### src/rtl/core/f2c_ram.sv
`default_nettype none

module f2c_ram #(
  parameter int WIDTH = 8,
  parameter int DEPTH = 16
) (
  input  wire logic                     clk,
  input  wire logic                     we,
  input  wire logic [$clog2(DEPTH)-1:0] waddr,
  input  wire logic [WIDTH-1:0]         wdata,
  input  wire logic [$clog2(DEPTH)-1:0] raddr,
  output logic      [WIDTH-1:0]         rdata
);

  logic [WIDTH-1:0] mem [DEPTH];

  // one write port, registered read port
  always_ff @(posedge clk) begin
    if (we) begin
      mem[waddr] <= wdata;
    end
    rdata <= mem[raddr];
  end

endmodule

`default_nettype wire

### config.mk
export PLATFORM = sky130hd
export DESIGN_NAME = f2c_ram
export DESIGN_NICKNAME = d
export VERILOG_FILES = /design/src/rtl/core/f2c_ram.sv
export SDC_FILE = /design/constraint.sdc
export NUM_CORES = 1
export LEC_CHECK = 0
export BUFFER_PORTS_ARGS = -buffer_cell sky130_fd_sc_hd__buf_4
export CORE_MARGIN = 4
export CORE_UTILIZATION = 51
export DETAILED_ROUTE_END_ITERATION = 8
export HOLD_SLACK_MARGIN = 0.02
export PLACE_DENSITY_LB_ADDON = 0.3
export SLEW_MARGIN = 20
export SYNTH_ARGS = -nofsm -noshare
export SYNTH_HDL_FRONTEND = slang
export SYNTH_SLANG_ARGS = --single-unit
### constraint.sdc
create_clock -name clk -period 2.05 [get_ports clk]
set_input_delay 0.1025 -clock clk [delete_from_list [all_inputs] [get_ports clk]]
set_output_delay 0.1025 -clock clk [all_outputs]
set_load 0.01 [all_outputs]
== Word level (Yosys, flattened, before mapping) ==
Memory sizes are Yosys's and may differ from the RTL's. A register that Yosys moved wholly into a read port is not among the register bits.
Cells that the tools add are included.

* Bits of input ports: 18
* Flip-flop bits (word level): 0
* Output and inout port bits: 8
* Memory bits (writable): 128
* Memories kept: 1

{| class="wikitable"
|+ Memories
! memory !! depth !! width !! rd ports !! clocked after Yosys merged registers in !! wr ports !! line !! text
|-
| mem || 16 || 8 || 1 || 1 || 1 || 15 || <nowiki>logic [WIDTH-1:0] mem [DEPTH];</nowiki>
|}

* Mux-type cells: 2

{| class="wikitable"
|+ Operators by type and width
! operator !! count
|-
| $mux W1 || 2
|}

== Depth between registers and ports, before layout ==
* Word-level depth: 2
* Depth in mapped cells: 5
* Gate-level depth less buffers: 3

== Worst setup path after synthesis ==
No wires, ideal clock.

* Path type: input to register
* Start point: input waddr[2]
* End point: memory mem[0][0], enable pin
* Cell stages on the path: 2
* Required time: 1.667 ns
* Path buffers: 0
* Arrival time: 1.212 ns
* Slack: 0.455 ns
* Cells stage by stage: or3b_2 -> nor3_1

{| class="wikitable"
|+ RTL lines
! element !! line !! text
|-
| from (decl) || 9 || <nowiki>input wire logic [$clog2(DEPTH)-1:0] waddr,</nowiki>
|-
| to (decl) || 15 ||
|}

No word-level cell before the write port.

==> impl_metrics.toml <==
[logic_synthesis]
synth_area_per_cell_sq_um = 22.48
syn_nets = 247
synth_top_family_by_area = "multiplexers"
synth-seq-cells = 136
synth.distinct_cells = 19
synthAdderAreaFrac = 0
synth_mux_area_frac = 0.1502
synth.area.top_cells = "edfxtp_1 75%, mux4_2 7.9%, mux4_1 7.1%"
synthCells = 229
synth_compound_area_frac = 0.02333
ys_warn_count = 0
synth_xor_area_frac = 0
synth_top_cell_area_share = 0.7467
ys_seq_area_frac = 0.7778
yosys.area.top_type = "edfxtp_1"
synth_area_sq_um = 5147
synthSimpleGateAreaFrac = 0.03184

[setup_path]
reg2regPathDepth = 3
start_kind = "register"
worstPathMaxFanout = 1
reg2reg_from = "mem[1][2]"
regToRegSetupSlack_ns = 0.67
path_cells = "mux4_1, a22oi_1, nand2_1"
cp-end-kind = "register"
crit_arrival_ns = 1.77
r2r_end = "rdata[2]"
cpMaxStageDelayCell = "mux4_1"
critPathKind = "reg2reg"
slowest_delay_ns = 0.50
crit_required_ns = 2.43

[grt]
grtUsageTotal = 0.1868
grt_max_degree = 33
first_global_vias = 2602
grt_pass1_wl_microns = 15120
grt-ovfl-total = 0
antenna_found_initial = 0

[routing]
drt_first_pass_iters = 4
avgViaCountPerCell = 5.490
wirelength_microns = 9480
drtAntennaViolNets = 0
drc = 0
drtIter0Drc = 202
num_vias = 2399
routedWlPerCell_microns = 21.69

[clock_tree]
worstSkewPairLatency_ns = 0.51
clock-sinks = 136
postCtsHoldBufs = 8
htreeDepth = 4
post_cts_buffers = 0
numCtsBuffers = 17
cts_root_buf = "clkbuf_8"
post_cts_resized = 0
clkSlewWorstSetupHoldPaths_ns = 0.06
cts_tree = "done"
clk_path_buf_depth = 2

[final_layout]
layout.cells.non_filler = 437
drive_above_1_share = 0.3059
fin_area_sq_um = 6166
fin_nets = 309
multiInputGateArea_sq_um = 1057
area_growth_pct = 19.79
antennaDiodeCount = 0
final_common_cell = "edfxtp_1"
seq_area_sq_um = 4004
final_cell_mix = "128 x edfxtp_1, 44 x buf_4, 18 x mux4_2"
n_fill_cell = 699

[sta]
fin_crit_ns = 1.382
fmax_mhz = 723.8
skew_ns = 0.008591
slew_viol_final = 0
final.setup.worst_slack_ns = 0.6684
report.final.setup_viol = 0
final.period_utilization = 0.6740
slew_headroom = 0.5400
finalHoldViolCount = 0
fin_tns_setup_ns = 0
worst_pin_slew_ns = 0.6874
rsz0062_at_grt = "false"

[die]
ios = 26
rows = 36
start_util = 0.5242
die-area_sq_um = 11760
die_h_microns = 108.5
core_region_area_sq_um = 9819
die_w_microns = 108.5

[hold_path]
hold-path-endpoint = "mem[4][0]"
holdCritStartpoint = "waddr[0]"
hold_depth = 3
hold_class = "in2reg"

[power]
peakVddDrop_v = 0.0004476
powerDensity_nw_per_um2 = 971.4
p_leak_nw = 2.112

[placed_design]
placed_area_sq_um = 5578
dp.cells = 397
place_congestion = 0.7305
dpl_worst_slack_ns = 0.3143
hpwlAfterDp_microns = 5994
port-buffer-count = 25

[job]
drv_cap = 0

[outcome]
status = "finished clean"
==> area by class of cell <==
cell class                      count  area share
Sequential cell                   136      0.6494
Multi-Input combinational cell     83      0.1715
Clock buffer                       22     0.07346
Timing Repair Buffer               53     0.06981
Tap cell                          133     0.02699
Clock inverter                     10    0.008929
==> synth_stat cells <==
cell type,count
a22oi_1,16
buf_4,1
nor3_1,4
mux4_2,18
clkdlybuf4s25_2,3
nand2b_1,2
nor2_1,13
and2b_1,1
and2_1,1
dfxtp_1,8
buf_6,3
nor2b_1,1
nand2_1,9
buf_2,3
mux4_1,14
nand3b_1,2
or3b_2,1
edfxtp_1,128
nand3_1,1
==> flip-flops by register name (all words and copies together), names as in the netlist <==
register,count
mem,128
rdata,8
==> report_power, final <==
part           leakage (nW)  switching (mW)  internal (mW)
logic                 0.635           0.164          0.153
registers              1.22          0.0189           3.11
clock network         0.254            1.02           1.53
==> worst max-delay path by stage <==
stage,end,depth (start not counted),slack [ns],from
6_report,rdata[2],3,0.67,mem[1][2]
5_1_grt,rdata[2],3,0.61,mem[1][2]
4_1_cts,rdata[2],3,0.64,mem[1][2]
3_5_place_dp,rdata[2],5,0.31,raddr[0]
3_3_place_gp,rdata[2],5,0.34,raddr[0]
2_1_floorplan,mem[0][0],2,0.45,waddr[2]
==> metrics by stage <==
| stage | hold WS (ns) | utilization | total power [mW] |
|---|---|---|---|
| after CTS | 0.09268 | 0.6279 | 6.058 |
| after global placement | 0.4057 | 0.5680 | 3.489 |
| after detailed placement | 0.4169 | 0.5680 | 3.498 |
| after floorplan | 0.2014 | - | 3.346 |
| final | 0.1196 | 0.6279 | 5.990 |
| after global routing | 0.1130 | 0.6279 | 6.237 |
==> critical path, delay by kind of cell (launching register included) <==
kind / cells / cell delay, ns
flip-flops: 1 / 0.36
AO/OA/AOI/OAI: 1 / 0.30
multiplexers: 1 / 0.50
AND/OR/NAND/NOR: 1 / 0.10
==> kinds of logic after synthesis <==
kind of cell	after synthesis
multiplexers	32
AND/OR/NAND/NOR	35
buffers and inverters	10
flip-flops	136
AO/OA/AOI/OAI	16
==> layer usage <==
metal	vias to the layer above	wire, microns	global-route usage
met4	0	31	0.06222
met5	-	0	0
met2	88	5009	0.2948
li1	1093	-	-
met1	1216	3812	0.2519
met3	2	625	0.05552
(Power assumes the default switching activity.)
