===== config.mk =====
export PLATFORM = sky130hd
export DESIGN_NAME = f2c_mac
export DESIGN_NICKNAME = d
export VERILOG_FILES = /design/src/rtl/core/f2c_pkg.sv /design/src/rtl/core/f2c_mac.sv
export SDC_FILE = /design/constraint.sdc
export NUM_CORES = 1
export LEC_CHECK = 0
export BUFFER_PORTS_ARGS = -buffer_cell sky130_fd_sc_hd__buf_2
export CAP_MARGIN = 25
export CORE_UTILIZATION = 40
export CTS_CLUSTER_SIZE = 12
export DETAILED_ROUTE_END_ITERATION = 10
export GPL_TIMING_DRIVEN = 0
export PLACE_DENSITY = 0.67
export SYNTH_ARGS = -nofsm -noshare
export SYNTH_HDL_FRONTEND = slang
export SYNTH_SLANG_ARGS = --single-unit

===== constraint.sdc =====
create_clock -name clk -period 24.7 [get_ports clk]
set_clock_uncertainty 0.1 [all_clocks]
set_input_delay 4.94 -clock clk [delete_from_list [all_inputs] [get_ports clk]]
set_output_delay 4.94 -clock clk [all_outputs]
set_load 0.05 [all_outputs]

===== src/rtl/core/f2c_pkg.sv =====
`default_nettype none

package f2c_pkg;

  // table size and coordinate format
  localparam int MAX_COARSE = 64;
  localparam int COORD_BITS = 16;

  // derived widths of the exact integer datapath
  localparam int CB    = COORD_BITS;
  localparam int EW    = CB + 1;          // edge vector component
  localparam int SW    = CB + 2;          // three times the centroid
  localparam int DW    = CB + 3;          // three times the centroid minus three times a vertex
  localparam int NW    = 2 * EW + 1;      // normal component
  localparam int WW    = NW + EW + 1;     // edge cross normal component
  localparam int QW    = NW + DW + 2;     // plane offset numerator
  localparam int NUMW  = 2 * QW;          // squared plane offset
  localparam int DENW  = 2 * NW + 2;      // squared normal length
  localparam int DDW   = 2 * DW + 2;      // squared vertex distance
  localparam int ACC_W = NUMW + DENW + 2; // accumulator of the shared unit
  localparam int OPB_W = DENW;            // multiplier operand
  localparam int NB_W  = $clog2(OPB_W + 1);

  localparam int CNT_W     = $clog2(MAX_COARSE + 1);
  localparam int RAM_W     = 3 * CB + 1;
  localparam int RAM_DEPTH = 3 * MAX_COARSE;
  localparam int RAM_AW    = $clog2(RAM_DEPTH);
  localparam int IDXO_W    = 6;

  // request codes
  localparam logic [1:0] REQ_LOAD  = 2'd0;
  localparam logic [1:0] REQ_QUERY = 2'd1;
  localparam logic [1:0] REQ_CLEAR = 2'd2;

  // command to the shared multiply-accumulate unit
  typedef struct packed {
    logic                     start;
    logic                     clr;
    logic                     sub;
    logic [NB_W-1:0]          nb;
    logic signed [ACC_W-1:0]  a;
    logic signed [OPB_W-1:0]  b;
  } mac_cmd_t;

  typedef struct packed {
    logic                     done;
    logic signed [ACC_W-1:0]  acc;
  } mac_rsp_t;

endpackage

`default_nettype wire


===== src/rtl/core/f2c_mac.sv =====
`default_nettype none

module f2c_mac
  import f2c_pkg::*;
(
  input  wire logic     clk,
  input  wire logic     rst,
  input  wire mac_cmd_t cmd,
  output mac_rsp_t      rsp
);

  logic                    busy;
  logic                    done;
  logic [NB_W-1:0]         cnt;
  logic                    subr;
  logic signed [ACC_W-1:0] areg;
  logic [OPB_W-1:0]        breg;
  logic signed [ACC_W-1:0] acc;
  logic                    neg;

  // top multiplier bit carries negative weight
  assign neg = subr ^ (cnt == NB_W'(1));

  // sequencing of the bit-serial product
  always_ff @(posedge clk) begin
    if (rst) begin
      busy <= 1'b0;
      done <= 1'b0;
      cnt  <= '0;
    end else begin
      done <= 1'b0;
      if (cmd.start) begin
        busy <= 1'b1;
        cnt  <= cmd.nb;
      end else if (busy) begin
        cnt <= cnt - NB_W'(1);
        if (cnt == NB_W'(1)) begin
          busy <= 1'b0;
          done <= 1'b1;
        end
      end
    end
  end

  // shift-add datapath, one multiplier bit per cycle
  always_ff @(posedge clk) begin
    if (cmd.start) begin
      areg <= cmd.a;
      breg <= cmd.b;
      subr <= cmd.sub;
      if (cmd.clr) begin
        acc <= '0;
      end
    end else if (busy) begin
      if (breg[0]) begin
        acc <= neg ? (acc - areg) : (acc + areg);
      end
      areg <= areg <<< 1;
      breg <= breg >> 1;
    end
  end

  assign rsp.done = done;
  assign rsp.acc  = acc;

endmodule

`default_nettype wire


; After elaboration in Yosys (flattened, before gate mapping)
; Index checks and enable logic that the tools add are counted.
[totals]
reg_bits = 454
input_bits = 270
out_inout_bits = 187
word_cells = 33
[op_classes]
n_addsub = 3
n_eq_ne = 2
muxes = 15
bitwise_logic = 2
reduce_logical = 4
[op_table]
columns = operator, n
row1 = 2-to-1 mux 186 bit, 7
row2 = adder 186 bit, 1
row3 = subtractor 186 bit, 1
row4 = 2-to-1 mux 72 bit, 2
row5 = 2-to-1 mux 7 bit, 2
row6 = equality test 7 x 1 -> 1 bit (second input constant), 1
row7 = subtractor 7 x 1 -> 7 bit (second input constant), 1
row8 = 2-to-1 mux 1 bit, 4
row9 = nonzero test 2 bit, 2
row10 = AND reduction 3 bit, 1
row11 = OR reduction 3 bit, 1
row12 = inequality test 2 bit (second input constant), 1
row13 = inverter 1 bit, 1
row14 = XOR 1 bit, 1

; Longest topological paths before layout
[logic_depth]
ltp_word = 6
ltp_mapped = 27
depth_no_buf = 25

; Least setup slack after synthesis
; OpenSTA, ideal clock, no wires.
[synth_path]
path_type = input-to-reg
start = in cmd[267] (netlist name)
end = reg acc[0] (enable)
setup_ps = 989
t_arrival_ps = 18467
slack_ps = 5145
stages = 4
path_buffers = 3
path_cell_list = clkbuf_1 -> clkbuf_1 -> clkbuf_1 -> o21ai_0
[synth_between]
elab_chain_len = 2
elab_cells_between_ends = 4
[synth_rtl]
columns = item, line_no
row1 = start: declaration, f2c_mac.sv:8  ; input wire mac_cmd_t cmd,
row2 = inequality test 2 bit (no line) or nonzero test 2 bit (tied branches), -
row3 = AND reduction 3 bit (no line) *, -
row4 = end signal: assignment, f2c_mac.sv:56  ; acc <= neg ? (acc - areg) : (acc + areg);
row5 = end: declaration, f2c_mac.sv:18  ; logic signed [ACC_W-1:0] acc;
; Every way passes the cells marked *; elsewhere a longest branch is shown, timed or not.
; A chain may end at the register's enable or synchronous reset.

; Worst setup path after layout
[layout_path]
start = reg areg[11]
end = reg acc[151], data pin
[layout_between]
elab_chain_len = 5
elab_cells_between_ends = 6
[layout_rtl]
columns = item, line_no
row1 = start: declaration, f2c_mac.sv:16  ; logic signed [ACC_W-1:0] areg;
row2 = start signal: assignment, f2c_mac.sv:48  ; areg <= cmd.a;
row3 = start signal: assignment, f2c_mac.sv:58  ; areg <= areg <<< 1;
row4 = adder 186 bit or subtractor 186 bit (tied branches), f2c_mac.sv:56
row5 = 2-to-1 mux 186 bit *, f2c_mac.sv:56
row6 = 2-to-1 mux 186 bit *, f2c_mac.sv:55  ; if (breg[0]) begin
row7 = 2-to-1 mux 186 bit *, f2c_mac.sv:54  ; end else if (busy) begin
row8 = 2-to-1 mux 186 bit *, f2c_mac.sv:47  ; if (cmd.start) begin
; Every way passes the cells marked *; elsewhere a longest branch is shown, timed or not. The select of a mux whose other input is x is not followed.

==> impl_results.md <==
- Status: finished, final reports clean
- Synthesis-stage register bit count: 454
- Seq/Total Area, Yosys: 38.3%
- Max VDD drop: 0.0658 mV
- Fmax: 102 MHz
- R2R Path Start: areg[11]$_DFFE_PN_
- I/O Buffers: 455
- Fillers: 8544
- Fin util: 47.4%
- Crit path kind: flip-flop to flip-flop
- Starting Density: 40.6%
- Overall Global Routing Usage: 31.0%
- Register-to-register setup slack: 14920 ps
- First-pass detailed-route iteration total: 5
- Mapped Cells: 3869
- Detail Route met3 WL: 12100 µm
- Grt ovf: 0
- Asr flop ratio synth: 0%
- Die Height: 299 µm
- Die W: 299 µm
- Total CTS buffers: 56
- Row cnt: 108
- Core area: 87200 µm²
- Most common cell after layout, fill and taps aside: nor2_1
- Clk pin slew, worst setup/hold paths: 60 ps
- Min-delay worst type: flip-flop to flip-flop
- Worst path slowest cell: o31ai_1
- Worst hold path startpoint: breg[2]$_DFFE_PN_
- Hold Fails Final Rpt: 0
- Worst path max stage delay: 820 ps
- Met2 routed WL: 63400 µm
- Setup Fix Bufs, Post-CTS: 0
- First-pass GRT wire length: 207000 µm
- Critical path capture point type: flip-flop
- RSZ-0062 raised after global routing: false
- DR top layer: met5
- Max Slew Vio Count: 0
- LEAKAGE: 0.0160 µW
- Layout area overhead: 16.9%
- CP Launch Type: flip-flop
- Setup violators final: 0
- Period utilization: 39.6%
- Worst-path fanout max: 9
- Total Wirelength: 144000 µm
- Top delay family on crit path: simple AND/OR/NAND/NOR gates
- CTS tree: built
- Hold EP: breg[1]$_DFFE_PN_
- Worst Reg2Reg Path Length in Cells: 23
- Final instance area: 41400 µm²
- Worst R2R End: acc[151]$_SDFFCE_PP0P_
- Ports: 457
- # DRC: 0
- Share of post-route cells with drive strength above 1: 19.6%
- Minimum clock period: 9780 ps
- Via-per-instance ratio: 5.98
- CTS Hold Bufs: 0
- Synth Cell Area: 35400 µm²
- CP most frequent cell: nand3_1
- Total Power: 4180 µW
- CP arrival: 10060 ps
- Clock buffer depth: 3
- Commonest non-fill, non-tap cells in the layout: 469 x nor2_1, 459 x buf_2, 445 x edfxtp_1
- Die Footprint: 89600 µm²
- PostCTS Resize Cnt: 0
- Synth Area per Inst: 9.14 µm²
- DR vias: 33.5k
- Pin count of the biggest net entering global routing: 61
- Htree depth: 2
- CP required: 24980 ps
- Stages on the worst setup path: 23
- Post-synth EDFFs: 445
- Dpl cell area: 39500 µm²
- Routed metal-1 wire length: 61200 µm
- Clk_lat worst skew: 660 ps
- Hold Path Depth: 1
- Max-Cap Viols: 0
- Relative slew slack: 21.0%
- Routability congestion estimate: 1.05
- Top FF cell, synth: edfxtp_1
- Worst Max-Slew Pin Slew: 1170 ps
- Cell variety after synth: 83
- YS warnings: 0
- Vias in the first global route: 31.5k
- CP bufs+invs: 2
- Drt wl/cell: 25.6 µm
- Routed Antenna Nets: 0
- Crit-path cells: or4_1, nor4_1, nand4_1, nor3_1, and2_0, clkbuf_1, nand3_1, o41ai_1, xor2_1, ha_1, clkbuf_1, nand2_1, nor2_1, nand3_1, nor2_1, o2111ai_1, nand3_1, a31oi_1, o31ai_1, a21oi_1, o21ai_1, a21boi_0, mux2_2
- Dpl hpwl: 118000 µm
- Clk sinks: 454
- Initial antenna violation count: 10
- CTS root buffer: clkbuf_16
- Syn nets: 4328
- 1st-iter DRT viols: 3525
- NumNets Final: 4867
- Total power density per cell area: 101 nW/µm²
## sequential cells by signal, indices dropped and copies added, names as in the netlist
signal / cells
acc: 186
done: 1
areg: 186
busy: 1
cnt: 7
breg: 72
subr: 1
## metrics by stage
stage / setup slack (ps) / setup TNS, ps / hold WS, ps / cells
floorplan: 5140 / 0 / 425 / 3869
global placement: -3540 / -651350 / 428 / 5479
detailed placement: 15020 / 0 / 433 / 5504
CTS: 14990 / 0 / 450 / 5602
global route: 14560 / 0 / 460 / 5603
finish: 14920 / 0 / 448 / 5604
## kinds of logic (layout without fill, tap and decap cells)
| family | count (synthesis) | after routing | share of synthesized area (%) |
|---|---|---|---|
| mux | 261 | 261 | 8.31 |
| buf+inv | 261 | 840 | 2.78 |
| simple gates | 1283 | 1283 | 17.0 |
| xor+xnor | 355 | 355 | 8.79 |
| compound gates | 1066 | 1066 | 18.2 |
| flops | 454 | 454 | 38.3 |
| other cells | 0 | 1 | 0 |
| fa+ha+maj | 189 | 189 | 6.71 |
## area by class of cell
type / instances / area (µm²) / share of cell area (%)
sequential: 454 / 13500 / 32.8
inverter: 88 / 330 / 0.799
multi-input combinational: 3154 / 20900 / 50.5
clock buffer: 63 / 1450 / 3.50
clock inverter: 35 / 365 / 0.884
buffer: 173 / 653 / 1.58
antenna: 1 / 2.50 / 0.00605
tap: 1155 / 1450 / 3.49
timing repair buffer: 481 / 2700 / 6.52
## cells in the mapped netlist (6+ instances only)
cell type | instances | area (µm²)
and2_1 | 20 | 125
o21ai_0 | 242 | 1210
and3_1 | 22 | 138
a21oi_1 | 421 | 2110
mux2_2 | 261 | 2940
inv_1 | 88 | 330
nor2_1 | 469 | 1760
a21o_1 | 113 | 848
nor4_1 | 42 | 263
o41ai_1 | 15 | 131
o211ai_1 | 9 | 67.6
o31ai_1 | 43 | 323
ha_1 | 188 | 2350
or2_2 | 23 | 144
nor2b_1 | 22 | 138
buf_1 | 8 | 30.0
nand2b_1 | 11 | 68.8
edfxtp_1 | 445 | 13400
or3_1 | 33 | 206
a211oi_1 | 7 | 52.6
a21boi_0 | 17 | 128
a31oi_1 | 33 | 206
o21bai_1 | 69 | 518
dfxtp_1 | 9 | 180
nand4_1 | 117 | 732
nor3_1 | 104 | 521
a221oi_1 | 8 | 70.1
nand2_1 | 319 | 1200
xor2_1 | 168 | 1470
xnor2_1 | 187 | 1640
o21a_1 | 27 | 203
nor4b_1 | 6 | 52.6
nand3_1 | 54 | 270
or4_1 | 19 | 143
clkbuf_1 | 164 | 616
o21ai_1 | 6 | 30.0
## per-layer routing
metal	vias to the layer above	track usage [%]
met3	313	5.18
met1	16142	42.5
met2	1622	48.1
met4	8	13.4
met5	-	0
li1	15435	-
## power by group
part | total, µW | switching (µW) | internal [µW] | leakage (µW)
registers | 1140 | 121 | 1020 | 0.00449
clock network | 836 | 363 | 474 | 0.000880
logic | 2200 | 1480 | 714 | 0.0106
total | 4180 | 1970 | 2210 | 0.0160
## how the worst max path moves through the flow
stage	endpoint	start	slack, ps
after global routing	acc[183]$_SDFFCE_PP0P_	areg[11]$_DFFE_PN_	14560
after global placement	acc[90]$_SDFFCE_PP0P_	cmd[267]	-3540
after CTS	acc[183]$_SDFFCE_PP0P_	areg[11]$_DFFE_PN_	14990
after floorplan	acc[0]$_SDFFCE_PP0P_	cmd[267]	5140
final	acc[151]$_SDFFCE_PP0P_	areg[11]$_DFFE_PN_	14920
after detailed placement	acc[183]$_SDFFCE_PP0P_	areg[11]$_DFFE_PN_	15020
(Power assumes the default switching activity.)
